**config.mk**
```make
export PLATFORM = sky130hd
export DESIGN_NAME = dedup_fifo_queue_unit
export DESIGN_NICKNAME = d
export VERILOG_FILES = /design/src/dfq_pkg.sv /design/src/dedup_fifo_queue_unit.sv
export SDC_FILE = /design/constraint.sdc
export NUM_CORES = 1
export LEC_CHECK = 0
export ABC_AREA = 0
export BUFFER_PORTS_ARGS = -buffer_cell sky130_fd_sc_hd__buf_2
export CAP_MARGIN = 10
export CELL_PAD_IN_SITES_DETAIL_PLACEMENT = 1
export CELL_PAD_IN_SITES_GLOBAL_PLACEMENT = 2
export CORE_UTILIZATION = 43
export DETAILED_ROUTE_END_ITERATION = 10
export GPL_ROUTABILITY_DRIVEN = 0
export MAX_ROUTING_LAYER = met4
export PLACE_DENSITY = 0.76
export SYNTH_ARGS = -nofsm -noshare
export SYNTH_HDL_FRONTEND = slang
export SYNTH_SLANG_ARGS = --single-unit
```
**constraint.sdc**
```tcl
create_clock -name clk -period 5.5 [get_ports clk]
set_clock_uncertainty 0.05 [all_clocks]
set_input_delay 0.275 -clock clk [delete_from_list [all_inputs] [get_ports clk]]
set_output_delay 0.275 -clock clk [all_outputs]
set_load 0.01 [all_outputs]
```
**src/dfq_pkg.sv**
```systemverilog
// ----------------------------------------------------------------------------
// dfq_pkg
// Types and codes shared by the duplicate-rejecting FIFO queue.
// ----------------------------------------------------------------------------
package dfq_pkg;

  localparam int VALUE_W  = 31;
  localparam int STATUS_W = 3;

  typedef enum logic [STATUS_W-1:0] {
    ST_OK        = 3'd0,
    ST_NEGATIVE  = 3'd1,
    ST_DUPLICATE = 3'd2,
    ST_FULL      = 3'd3,
    ST_EMPTY     = 3'd4
  } status_t;

  typedef enum logic {
    FN_INSERT = 1'b0,
    FN_REMOVE = 1'b1
  } func_t;

  typedef enum logic [1:0] {
    S_IDLE,
    S_SCAN,
    S_POP
  } state_t;

endpackage

```
**src/dedup_fifo_queue_unit.sv**
```systemverilog
// ----------------------------------------------------------------------------
// dedup_fifo_queue_unit
// FIFO queue of non-negative values that rejects duplicates, held in a ring
// memory with a registered read.
// ----------------------------------------------------------------------------
// A request is taken when start is high and busy is low. Its result shows on
// status/result_value for one cycle with done high, in the cycle after the work
// ends; the receiver cannot stall it. A negative insert or a remove from an
// empty queue is answered straight from idle, any other remove through the pop
// state. An insert reads every queued entry through the single memory read
// port, one a cycle; a duplicate found early ends the scan at once. A new
// request may be taken in the same cycle that done is high.
module dedup_fifo_queue_unit
  import dfq_pkg::*;
#(
  parameter int CAPACITY = 16
) (
  input  logic                clk,
  input  logic                rst,
  input  logic                start,
  output logic                busy,
  input  logic                func,
  input  logic signed [31:0]  value,
  output logic                done,
  output logic [STATUS_W-1:0] status,
  output logic [VALUE_W-1:0]  result_value
);

  localparam int IDX_W = (CAPACITY > 1) ? $clog2(CAPACITY) : 1;
  localparam int CNT_W = $clog2(CAPACITY + 1);
  localparam int SUM_W = IDX_W + 2;

  logic [VALUE_W-1:0] mem [CAPACITY];

  state_t             state, state_next;
  logic [IDX_W-1:0]   head, head_next;
  logic [CNT_W-1:0]   count, count_next;
  logic [CNT_W-1:0]   k, k_next;
  logic [IDX_W-1:0]   rptr, rptr_next;
  logic               rd_pending, rd_pending_next;
  logic [VALUE_W-1:0] val, val_next;
  logic [VALUE_W-1:0] rd_data;
  logic               done_next;
  status_t            status_q, status_next;
  logic [VALUE_W-1:0] result_next;

  logic               rd_en;
  logic [IDX_W-1:0]   rd_addr;
  logic               wr_en;
  logic [IDX_W-1:0]   tail;
  logic [SUM_W-1:0]   tail_sum;
  logic               match;

  assign busy   = (state != S_IDLE);
  assign status = status_q;

  // tail = (head + count) mod CAPACITY; sum stays below 2*CAPACITY
  assign tail_sum = SUM_W'(head) + SUM_W'(count);
  always_comb begin
    if (tail_sum >= SUM_W'(CAPACITY)) begin
      tail = IDX_W'(tail_sum - SUM_W'(CAPACITY));
    end else begin
      tail = IDX_W'(tail_sum);
    end
  end

  assign match = rd_pending && (rd_data == val);

  always_comb begin
    state_next      = state;
    head_next       = head;
    count_next      = count;
    k_next          = k;
    rptr_next       = rptr;
    rd_pending_next = 1'b0;
    val_next        = val;
    done_next       = 1'b0;
    status_next     = status_q;
    result_next     = result_value;
    rd_en           = 1'b0;
    rd_addr         = rptr;
    wr_en           = 1'b0;

    case (state)
      S_IDLE: begin
        if (start) begin
          val_next = value[VALUE_W-1:0];
          if (func_t'(func) == FN_INSERT) begin
            if (value[31]) begin
              done_next   = 1'b1;
              status_next = ST_NEGATIVE;
              result_next = '0;
            end else begin
              k_next     = '0;
              rptr_next  = head;
              state_next = S_SCAN;
            end
          end else begin
            if (count == '0) begin
              done_next   = 1'b1;
              status_next = ST_EMPTY;
              result_next = '0;
            end else begin
              rd_en      = 1'b1;
              rd_addr    = head;
              state_next = S_POP;
            end
          end
        end
      end

      S_SCAN: begin
        if (match) begin
          done_next   = 1'b1;
          status_next = ST_DUPLICATE;
          result_next = '0;
          state_next  = S_IDLE;
        end else if (k == count) begin
          // every queued entry compared, no hit
          done_next  = 1'b1;
          state_next = S_IDLE;
          if (count == CNT_W'(CAPACITY)) begin
            status_next = ST_FULL;
            result_next = '0;
          end else begin
            wr_en       = 1'b1;
            count_next  = count + 1'b1;
            status_next = ST_OK;
            result_next = val;
          end
        end else begin
          rd_en           = 1'b1;
          rd_addr         = rptr;
          rd_pending_next = 1'b1;
          k_next          = k + 1'b1;
          rptr_next       = (rptr == IDX_W'(CAPACITY - 1)) ? '0 : rptr + 1'b1;
        end
      end

      S_POP: begin
        done_next   = 1'b1;
        status_next = ST_OK;
        result_next = rd_data;
        head_next   = (head == IDX_W'(CAPACITY - 1)) ? '0 : head + 1'b1;
        count_next  = count - 1'b1;
        state_next  = S_IDLE;
      end

      default: begin
        state_next = S_IDLE;
      end
    endcase
  end

  always_ff @(posedge clk) begin
    if (wr_en) begin
      mem[tail] <= val;
    end
    if (rd_en) begin
      rd_data <= mem[rd_addr];
    end
  end

  always_ff @(posedge clk) begin
    if (rst) begin
      state      <= S_IDLE;
      head       <= '0;
      count      <= '0;
      rd_pending <= 1'b0;
      done       <= 1'b0;
    end else begin
      state      <= state_next;
      head       <= head_next;
      count      <= count_next;
      rd_pending <= rd_pending_next;
      done       <= done_next;
    end
  end

  always_ff @(posedge clk) begin
    k            <= k_next;
    rptr         <= rptr_next;
    val          <= val_next;
    status_q     <= status_next;
    result_value <= result_next;
  end

  // results only appear once the unit is back to idle
  a_done_idle: assert property (@(posedge clk) disable iff (rst)
    done |-> !busy)
    else $error("done while busy");

  a_count_range: assert property (@(posedge clk) disable iff (rst)
    count <= CNT_W'(CAPACITY))
    else $error("entry count above capacity");

  a_accept_progress: assert property (@(posedge clk) disable iff (rst)
    (start && !busy) |=> (busy || done))
    else $error("request dropped");

  a_error_zero: assert property (@(posedge clk) disable iff (rst)
    (done && status != ST_OK) |-> (result_value == '0))
    else $error("error result carries a value");

  a_scan_bound: assert property (@(posedge clk) disable iff (rst)
    (state == S_SCAN) |-> (k <= count))
    else $error("scan ran past the live entries");

endmodule

```
======== Yosys cells after proc, flatten, opt, wreduce, memory -nomap -nowiden ========
Memory sizes are Yosys's and may differ from the RTL's. A register that Yosys moved wholly into a read port is not among the register bits.
Index checks and enable logic that the tools add are counted.
W data, S select, Z words.
operators by class
  add/sub/neg operators ................... 7
  bitwise logic cells ..................... 1
  magnitude comparators ................... 1
  multiplexer cells ....................... 65
  eq/ne operators ......................... 19
  reductions and logical operators ........ 13
operator list
  operator               count
  $mux W31               7
  $pmux W31 S3           1
  $mux W4                12
  $mux W5                8
  $eq A31 B31 Y1         1
  $pmux W5 S2            2
  $mux W3                6
  $mux W1                17
  $ne A3 B3 Y1 const B   5
  $mux W2                7
  $ne A2 B2 Y1 const B   7
  $add A5 B1 Y5 const B  2
  $pmux W3 S3            1
  $add A4 B1 Y4 const B  2
  $eq A4 B4 Y1 const B   2
  $pmux W4 S2            1
  $reduce_and A4 Y1      2
  $add A4 B5 Y6          1
  $ge A6 B5 Y1 const B   1
  $reduce_and A6 Y1      1
  $reduce_bool A2 Y1     3
  $eq A5 B5 Y1           1
  $eq A5 B5 Y1 const B   1
  $logic_not A5 Y1       1
  14 further kinds       14
storage, ports and cells
  output and inout port bits .............. 36
  word-level logic and storage cells ...... 117
  memory bits (writable) .................. 496
  memories kept ........................... 1
  input bits .............................. 36
  flip-flop bits (word level) ............. 87
memories
  memory  depth  width  rd ports  clocked after Yosys merged registers in  write ports  RTL line                     source
  mem     16     31     1         1                                        1            dedup_fifo_queue_unit.sv:33  logic [VALUE_W-1:0] mem [CAPACITY];

======== Longest topological paths before layout ========
Gate-level depths: netlist of the first run.
  word-level depth ........................ 7
  mapped depth ............................ 12
  mapped depth without buffers ............ 10

======== Worst setup path before layout of the first run ========
No wires, ideal clock.
  kind .................................... register to register
  start point ............................. register val[9]
  end point ............................... register result_value[0] (enable)
  required time ........................... 4.973 ns
  setup slack ............................. 0.397 ns
  clock period less this slack ............ 5.103 ns
  library setup time ...................... 0.477 ns
  arrival ................................. 4.576 ns
  stages on the path, launching flop included .. 7
  cells stage by stage .................... edfxtp_1 > nor2b_1 > a2111o_1 > or4_1 > nor4_2 > or2_2 > a21boi_0
between the ends
  word-level cells in the longest chain between the ends .. 4
RTL lines
  what                         RTL line                      source
  start, declared              dedup_fifo_queue_unit.sv:41   logic [VALUE_W-1:0] val, val_next;
  start signal, assigned       dedup_fifo_queue_unit.sv:183  val <= val_next;
  $eq A31 B31 Y1               dedup_fifo_queue_unit.sv:67   assign match = rd_pending && (rd_data == val);
  $logic_and A1 B1 Y1          dedup_fifo_queue_unit.sv:67
  $ne A3 B3 Y1 (no line)       --
  $reduce_and A5 Y1 (no line)  --
  end signal, assigned         dedup_fifo_queue_unit.sv:185  result_value <= result_next;
  end, declared                dedup_fifo_queue_unit.sv:26   output logic [VALUE_W-1:0] result_value
Every way passes these cells.
A chain may end at the register's enable or synchronous reset.

======== Final worst setup path of the first run ========
  start point ............................. register val[8]
  end point ............................... register result_value[16] (enable)
The elaborated chain is that of the path after synthesis.

==> results.tsv, run 1 <==
stage	metric	value	unit
global_route	grt_max_degree	113	
drt	via_count	13390	
drt	drt-initial-drc-count	1201	
yosys	syn-cell-area	24440	um2
critical_path	required	5.71	ns
global_route	grt_overflow_total	0	
sta	setup_violations	0	
sta	min_period_over_period	78.73	%
floorplanning	start_util	43.42	%
clocking	cts_sinks	614	
cells_and_area	area_growth	15.09	%
global_route	grt_antenna_before_repair	1	
yosys	yosysMostFrequentCell	edfxtp_1	
sta	max-slew-margin-rel	16.04	%
worst_hold_path	worst_hold_path_type	primary input to register	
cells_and_area	diodes	0	
global_route	grt_pass1_vias	13780	
clocking	clock-root-buffer	clkbuf_16	
clocking	cts_tree	done	
drt	drt_wl_total	64.41	mm
yosys	synthArstFlopShare	0	%
run_status	status	finished, final reports clean	
floorplanning	coreArea	56280	um2
critical_path	critPathMaxFanout	34	
yosys	ys_seq_elements	614	
yosys	synth_commonest_cells	601 x edfxtp_1, 251 x mux2i_1, 125 x o22ai_1	
floorplanning	core.rowCount	87	
clocking	cts_setup_buffers	0	
yosys	syn_nets	1461	
clocking	ctsHoldBuffers	33	
sta	rsz0062_at_grt	false	
pwr	p_per_area	490.3	nW/um2
yosys	ys_seq_area_share	74.92	%
yosys	synthFlopType	edfxtp_1	
clocking	cts_resized	0	
global_route	grtUsageTotal	23.29	%
yosys	yosysTopAreaCell	edfxtp_1	
drt	routed_via_density	5.710	
sta	setup_tns	0	ns
sta	fmax	230.9	MHz
drt	drcViolationCount	0	
run	cap_violations	0	
floorplanning	dieWidth	240.4	um
clocking	clockBufferDepth	3	
yosys	ys_types	55	
yosys	netlist.area_leader.share	73.86	%
placed_design	dpl.hpwl	35.36	mm
cells_and_area	drive_gt1_share	14.79	%
critical_path	crit_type	register to register	
sta	tightest_slew	1.250	ns
yosys	synth_edf_count	601	
clocking	clock_latency	0.65	ns
cells_and_area	postLayoutCoreUtil	49.97	%
critical_path	critical_path.endpoint_type	register	
sta	hold_viol	0	
drt	ant_nets	0	
critical_path	critPathLaunchType	register	
cells_and_area	nNetsFinal	1593	
floorplanning	io_pins	72	
pwr	power	0.01379	W
yosys	synth_cells	1410	
sta	final_max_slew_viol_count	0	
yosys	syn_area_per_cell	17.33	um2
drt	drt_pre_antenna_iters	5	
clocking	h-tree-depth	2	
yosys	synth_area_leaders	edfxtp_1 74%, mux2i_1 10%, o22ai_1 3.2%, xnor2_1 1.3%, dfxtp_1 1.1%	
floorplanning	die_h	240.4	um
pwr	peakVddDrop	0.0003473	V
sta	post-route-min-period	4.330	ns
global_route	grt_pass1_wl	93.34	mm
clocking	cts.clk_slew.worst_paths	0.06	ns
placed_design	port_buffers	71	
clocking	cts_made_buffers	61	
pwr	leakage	9.809	nW
floorplanning	dieArea	57780	um2
critical_path	critPathArrivalTime	4.54	ns
yosys	ys_warn_count	0	
drt	wire_per_inst	27.47	um
==> per-stage QoR <==
stage | cells | area [um2] | worst slack (ns) | hold slack, ns
after floorplan | 1410 | 24440 | 0.3969 | 0.3239
after global placement | 2201 | 25870 | 1.349 | 0.4011
after detailed placement | 2201 | 25870 | 1.254 | 0.4038
after CTS | 2344 | 28120 | 1.199 | 0.1742
after global routing | 2345 | 28120 | 1.097 | 0.2210
final | 2345 | 28120 | 1.170 | 0.1882
==> layout make-up <==
type / instances / area (um2)
Tap cell: 756 / 945.9
Sequential cell: 614 / 18310
Fill cell: 5275 / 28150
Inverter: 14 / 52.55
Clock buffer: 76 / 1583
Timing Repair Buffer: 147 / 1044
Clock inverter: 34 / 332.8
Multi-Input combinational cell: 704 / 5859
==> metal layers <==
layer | track usage (%) | up-vias | part of all wire (%)
met3 | 3.697 | 87 | 5.2
met2 | 37.14 | 375 | 48
met1 | 31.36 | 7018 | 44
li1 | - | 5909 | -
met5 | - | - | 0
met4 | 5.578 | 0 | 2.0
==> kinds of logic (layout without fill, tap and decap cells) <==
family,after synthesis,count (layout),share of synthesized area [%]
XOR/XNOR,47,47,1.685
multiplexers,252,252,10.33
buffers and inverters,92,271,2.058
flip-flops,614,614,74.92
AO/OA/AOI/OAI,205,205,5.663
adder cells (fa/ha/maj),15,15,0.8295
AND/OR/NAND/NOR,185,185,4.516
==> cell usage in the layout (no fill, tap or decap), drive strengths merged, types with 6 or more instances in the layout <==
cell           n
edfxtp       601
mux2i        251
o22ai        125
buf          114
clkbuf        76
nor2b         39
xnor2         37
or4           34
dlygate4sd3   33
a22oi         31
clkinv        26
nor3          24
nor2          20
nand4         15
nand2         15
inv           14
dfxtp         13
ha            13
xor2          10
a21oi         10
o21ai          9
nand2b         8
a21o           6
==> worst max-delay path, cell delays in order (launching register included) <==
cell and delay [ns]:
edfxtp_1 0.64, xnor2_1 0.61, nand4_1 0.17, or4_1 0.59, nor4_2 0.87, or2_2 0.29
a21boi_4 0.17, buf_4 0.52
==> power breakdown <==
group	switching (W)	internal, W	total [W]	leakage (nW)
Clock	0.00176	0.00227	0.00403	0.927
Combinational	0.00207	0.00131	0.00338	3.32
Sequential	0.000517	0.00586	0.00638	5.56
==> path summary, 6_finish.rpt <==
kind                                            start                         end  slack, ns  cells past startpoint
worst max register to register       val[8]$_DFFE_PP_  result_value[16]$_DFFE_PP_       1.17                      7
worst max-delay path                 val[8]$_DFFE_PP_  result_value[16]$_DFFE_PP_       1.17                      7
worst min register to register  state[0]$_SDFFE_PP0P_       state[0]$_SDFFE_PP0P_       0.49                      2
worst min-delay path                            start       state[0]$_SDFFE_PP0P_       0.19                      4
==> sequential cells by signal, indices dropped and copies added, names as in the netlist <==
signal / cells
count: 5
done: 1
head: 4
k: 5
mem: 496
rd_data: 31
rd_pending: 1
result_value: 31
rptr: 4
state: 2
status: 3
val: 31
Power figures use the tool's default switching activity.
==> run 2, diff against run 1 <==
--- a/config.mk
+++ b/config.mk
@@ -10,11 +10,11 @@
 export CAP_MARGIN = 10
 export CELL_PAD_IN_SITES_DETAIL_PLACEMENT = 1
 export CELL_PAD_IN_SITES_GLOBAL_PLACEMENT = 2
-export CORE_UTILIZATION = 43
+export CORE_UTILIZATION = 47
 export DETAILED_ROUTE_END_ITERATION = 10
 export GPL_ROUTABILITY_DRIVEN = 0
 export MAX_ROUTING_LAYER = met4
-export PLACE_DENSITY = 0.76
+export PLACE_DENSITY = 0.79
 export SYNTH_ARGS = -nofsm -noshare
 export SYNTH_HDL_FRONTEND = slang
 export SYNTH_SLANG_ARGS = --single-unit
==> constraint.sdc (replaced) <==
create_clock -name clk -period 4 [get_ports clk]
set_clock_uncertainty 0.05 [all_clocks]
set_input_delay 0.2 -clock clk [delete_from_list [all_inputs] [get_ports clk]]
set_output_delay 0.2 -clock clk [all_outputs]
set_load 0.01 [all_outputs]
==> run 2 against run 1 <==
Effect of this change: sequential power increased by 32%; die area decreased by 8.4%; clock-buffer cell count increased by 4; first-iteration DRC count increased by 13%; clock power increased by 52%; sequential share of layout area decreased by 1.9 points; largest cell class unchanged.
==> results.tsv, run 2 (synthesis gave the netlist of run 1 again) <==
stage	metric	value	unit
run_status	status	finished, final reports clean	
global_route	grt_pass1_vias	14680	
critical_path	crit_chain	or4_4, o211ai_4, nor4_1, a31oi_4, buf_4, o22ai_1, or4_1	
clocking	cts_resized	0	
drt	wire_per_inst	28.92	um
floorplanning	start_util	47.63	%
clocking	cts_tree	done	
floorplanning	core.rowCount	83	
critical_path	rr_worst_depth	7	
clocking	cts_made_buffers	66	
sta	tightest_slew	1.215	ns
critical_path	cpMaxStageDelayCell	o211ai_4	
clocking	h-tree-depth	3	
drt	ant_nets	0	
critical_path	critPathArrivalTime	3.75	ns
sta	max-slew-margin-rel	18.75	%
sta	holdWs	0.1927	ns
cells_and_area	area_growth	18.53	%
global_route	grt_pass1_wl	98.14	mm
critical_path	required	4.26	ns
floorplanning	dieWidth	230.0	um
clocking	cts_setup_buffers	0	
clocking	clock_latency	0.60	ns
floorplanning	die_h	230.0	um
global_route	grtUsageTotal	26.48	%
drt	drt_wl_total	67.01	mm
pwr	leakage	10.23	nW
pwr	peakVddDrop	0.0003888	V
pwr	p_per_area	689.2	nW/um2
drt	via_count	13850	
critical_path	critPathTopFamily	simple AND/OR/NAND/NOR gates	
worst_hold_path	worst_hold_path_type	primary input to register	
run	cap_violations	0	
floorplanning	io_pins	72	
placed_design	port_buffers	71	
sta	final_max_slew_viol_count	0	
global_route	grt_antenna_before_repair	1	
critical_path	cp.depth	7	
cells_and_area	drive_gt1_share	17.29	%
cells_and_area	top_register	mem	
drt	drt-initial-drc-count	1361	
placed_design	place_area	26490	um2
clocking	clock-root-buffer	clkbuf_16	
global_route	grt_overflow_total	0	
critical_path	critPathMaxFanout	18	
floorplanning	dieArea	52910	um2
cells_and_area	mostFrequentLayoutCell	edfxtp_1	
clocking	ctsHoldBuffers	33	
cells_and_area	nNetsFinal	1642	
drt	drt_pre_antenna_iters	5	
critical_path	worstPathBufferInverterCount	1	
sta	fmax	286.4	MHz
cells_and_area	largest_reg_flops	496	
pwr	power	0.01996	W
sta	min_period_over_period	87.28	%
clocking	cts_sinks	614	
clocking	cts.clk_slew.worst_paths	0.06	ns
critical_path	slowest_delay	0.68	ns
worst_hold_path	holdPathStages	4	
clocking	clockBufferDepth	3	
global_route	grt_max_degree	43	
sta	hold_viol	0	
cells_and_area	layout_common_cells	601 x edfxtp_1, 251 x mux2i_1, 125 x o22ai_1, 71 x buf_2, 69 x clkbuf_16	
drt	drcViolationCount	0	
cells_and_area	postLayoutCellArea	28960	um2
sta	setup_violations	0	
placed_design	dpl.hpwl	39.12	mm
critical_path	critPathLaunchType	register	
drt	routed_via_density	5.978	
floorplanning	coreArea	51300	um2
sta	rsz0062_at_grt	false	
critical_path	critical_path.endpoint_type	register	
sta	post-route-min-period	3.491	ns
critical_path	crit_type	register to register	
cells_and_area	diodes	0	
==> run 2: power breakdown <==
group          switching [W]  total [W]  internal [W]  leakage [nW]
Clock                0.00246    0.00612       0.00366          1.05
Sequential          0.000387    0.00843       0.00804          5.56
Combinational        0.00334    0.00541       0.00207          3.62
Total                0.00619     0.0200        0.0138          10.2
==> run 2: path summary, 6_finish.rpt <==
check | startpoint | to | slack [ns]
setup / recovery | count[1]$_SDFFE_PP0P_ | rd_data[8]$_DFFE_PP_ | 0.51
hold / removal | start | state[1]$_SDFFE_PP0P_ | 0.19
setup reg to reg | count[1]$_SDFFE_PP0P_ | rd_data[8]$_DFFE_PP_ | 0.51
hold reg to reg | state[0]$_SDFFE_PP0P_ | state[0]$_SDFFE_PP0P_ | 0.48
==> run 2: tightest hold or removal path: stages <==
cell and delay [ns]:
buf_2 0.10, nor2b_1 0.15, o22a_1 0.24, mux2i_1 0.09
==> run 2: cell type report <==
class	instances	area, um2
repair buffers	191	1702
clock inverters	34	372.9
well taps	680	850.8
multi-input cells	704	5909
inverters	14	52.55
flip-flops and latches	614	18310
clock buffers	80	1768
fillers	4662	22340
==> run 2: metrics by stage <==
step,cells,setup slack (ns),setup TNS (ns),util (%)
final,2317,0.5087,0,56.46
after global placement,2170,0.5744,0,51.64
after global routing,2317,0.3831,0,56.46
after floorplan,1410,-0.2661,-60.25,-
after detailed placement,2170,0.4856,0,51.64
after CTS,2317,0.4927,0,56.46
==> run 2: layer usage <==
layer  track usage (%)  wire (um)
met1             34.40      27890
met4             7.968       1774
met2             43.35      33540
met3             3.757       3808
met5                 -          0
==> run 3, diff against run 2 <==
--- a/config.mk
+++ b/config.mk
@@ -6,7 +6,7 @@
 export NUM_CORES = 1
 export LEC_CHECK = 0
 export ABC_AREA = 0
-export BUFFER_PORTS_ARGS = -buffer_cell sky130_fd_sc_hd__buf_2
+export BUFFER_PORTS_ARGS = -buffer_cell sky130_fd_sc_hd__buf_4
 export CAP_MARGIN = 10
 export CELL_PAD_IN_SITES_DETAIL_PLACEMENT = 1
 export CELL_PAD_IN_SITES_GLOBAL_PLACEMENT = 2
==> run 3 against run 2 <==
Effect of this change: hold slack lost 0.099 ns; global-route usage decreased by 1.3 points; via count is 1.7% lower; utilization down 0.061 points; register-to-register slack worse by 0.16 ns; sequential cell count unchanged; first-iteration DRC count shrank 16%; largest power group unchanged.
==> results.tsv, run 3 (synthesis gave the netlist of run 1 again) <==
stage	metric	value	unit
pwr	leakage	10.21	nW
sta	rsz0062_at_grt	false	
sta	holdWs	0.09411	ns
drt	drt_wl_total	64.14	mm
critical_path	critPathTopFamily	compound AO/OA/AOI/OAI gates	
critical_path	slowest_delay	0.66	ns
clocking	cts_tree	done	
run	cap_violations	0	
floorplanning	io_pins	72	
drt	routed_via_density	5.875	
critical_path	crit_chain	or4_4, o211ai_4, nor4_1, a31oi_4, buf_12, o22ai_1, or4_1	
pwr	p_switching	0.006082	W
run_status	status	finished, final reports clean	
pwr	switching_share	31.05	%
cells_and_area	layout_common_cells	601 x edfxtp_1, 251 x mux2i_1, 136 x buf_4, 125 x o22ai_1, 60 x clkbuf_16	
cells_and_area	nNetsFinal	1637	
floorplanning	core.rowCount	83	
drt	via_count	13610	
worst_hold_path	holdPathStages	4	
critical_path	cp-startpoint	count[1]$_SDFFE_PP0P_	
pwr	pwr-share-clk	29.2	%
global_route	grt_pass1_wl	93.86	mm
worst_hold_path	worst_hold_path_type	primary input to register	
clocking	h-tree-depth	2	
floorplanning	coreArea	51300	um2
sta	min_period_over_period	91.36	%
critical_path	required	4.30	ns
cells_and_area	mostFrequentLayoutCell	edfxtp_1	
cells_and_area	drive_gt1_share	17.29	%
drt	wire_per_inst	27.68	um
clocking	clockBufferDepth	3	
critical_path	reg2reg_to	rd_data[13]$_DFFE_PP_	
floorplanning	start_util	47.63	%
critical_path	rr_startpoint	count[1]$_SDFFE_PP0P_	
floorplanning	die_h	230.0	um
clocking	cts_made_buffers	59	
pwr	power.internal	0.01350	W
clocking	cts_resized	0	
global_route	grtUsageTotal	25.14	%
pwr	power_frac_comb	27.5	%
cells_and_area	postLayoutCellArea	28930	um2
global_route	grt_max_degree	43	
clocking	cts_setup_buffers	0	
sta	post-route-min-period	3.654	ns
cells_and_area	area_growth	18.40	%
critical_path	critPathMaxFanout	19	
floorplanning	dieArea	52910	um2
cells_and_area	multi_input_area	5909	um2
drt	drt-initial-drc-count	1145	
drt	drcViolationCount	0	
floorplanning	dieWidth	230.0	um
placed_design	post-place-ws	0.4108	ns
clocking	cts_sinks	614	
sta	fmax	273.7	MHz
pwr	power_frac_seq	43.4	%
worst_hold_path	worstHoldEndpoint	state[0]$_SDFFE_PP0P_	
critical_path	cpMaxStageDelayCell	o211ai_4	
sta	setup_violations	0	
critical_path	worstPathBufferInverterCount	1	
pwr	p_per_area	677.0	nW/um2
clocking	clock-root-buffer	clkbuf_16	
critical_path	crit_type	register to register	
cells_and_area	fillers	4632	
cells_and_area	top_register	mem	
cells_and_area	diodes	0	
sta	max-slew-margin-rel	34.41	%
cells_and_area	postLayoutCoreUtil	56.39	%
global_route	grt_antenna_before_repair	0	
sta	hold_viol	0	
clocking	cts.clk_slew.worst_paths	0.07	ns
sta	setup_ws	0.3457	ns
placed_design	port_buffers	71	
sta	final_max_slew_viol_count	0	
cells_and_area	area.sequential	18310	um2
drt	drt_pre_antenna_iters	5	
placed_design	dpl.hpwl	38.76	mm
drt	ant_nets	0	
worst_hold_path	min_from	start	
critical_path	r2r_slack	0.35	ns
critical_path	critPathLaunchType	register	
cells_and_area	largest_reg_flops	496	
clocking	clock_latency	0.64	ns
sta	tightest_slew	0.9806	ns
pwr	peakVddDrop	0.0004071	V
critical_path	rr_worst_depth	7	
global_route	grt_overflow_total	0	
global_route	grt_pass1_vias	14500	
clocking	ctsHoldBuffers	33	
placed_design	place_area	26620	um2
critical_path	critPathArrivalTime	3.95	ns
critical_path	critical_path.endpoint_type	register	
==> run 3: cell types whose count changed in the layout (fill, tap and decap cells not counted), sizes merged <==
cell    previous run  this run
clkbuf            80        70
clkinv            24        31
buf              158       160
bufinv             8         9
==> run 3: layout make-up <==
class / count / area share (%)
repair buffers: 193 / 6.331
clock buffers: 70 / 5.319
clock inverters: 42 / 1.522
multi-input cells: 704 / 20.43
well taps: 680 / 2.941
inverters: 14 / 0.1816
flip-flops and latches: 614 / 63.28
==> run 3: worst register-to-register path: stages (launching register included) <==
cell,delay (ns)
dfxtp_1,0.41
or4_4,0.59
o211ai_4,0.66
nor4_1,0.19
a31oi_4,0.65
buf_12,0.28
o22ai_1,0.13
or4_1,0.42
==> run 3: worst max path at each step <==
stage                            end  slack, ns  depth (start not counted)
2_1_floorplan   mem[10][0]$_DFFE_PP_      -0.27                          7
3_3_place_gp   rd_data[21]$_DFFE_PP_       0.56                          7
3_5_place_dp   rd_data[30]$_DFFE_PP_       0.41                         10
4_1_cts        rd_data[13]$_DFFE_PP_       0.36                          7
5_1_grt        rd_data[13]$_DFFE_PP_       0.23                          7
6_report       rd_data[13]$_DFFE_PP_       0.35                          7
==> run 3: power groups by stage <==
stage | Combinational (W) | Clock, W | Sequential (W)
floorplan | 0.00315 | 0 | 0.00868
global placement | 0.00517 | 0 | 0.00859
detailed placement | 0.00534 | 0 | 0.00862
CTS | 0.00540 | 0.00579 | 0.00849
global route | 0.00571 | 0.00600 | 0.00854
finish | 0.00538 | 0.00571 | 0.00849
==> run 3: metrics by stage <==
step                power, W  instances  TNS (ns)
floorplan            0.01182       1410    -60.25
global placement     0.01377       2172         0
detailed placement   0.01395       2172         0
CTS                  0.01968       2317         0
global route         0.02025       2317         0
finish               0.01959       2317         0
==> run 3: routing by layer <==
metal	vias to the layer above	track usage, %	part of all wire, %
li1	6009	-	-
met1	7118	31.62	42
met2	373	41.59	50
met3	113	4.043	5.1
met4	0	8.340	2.9
met5	-	-	0
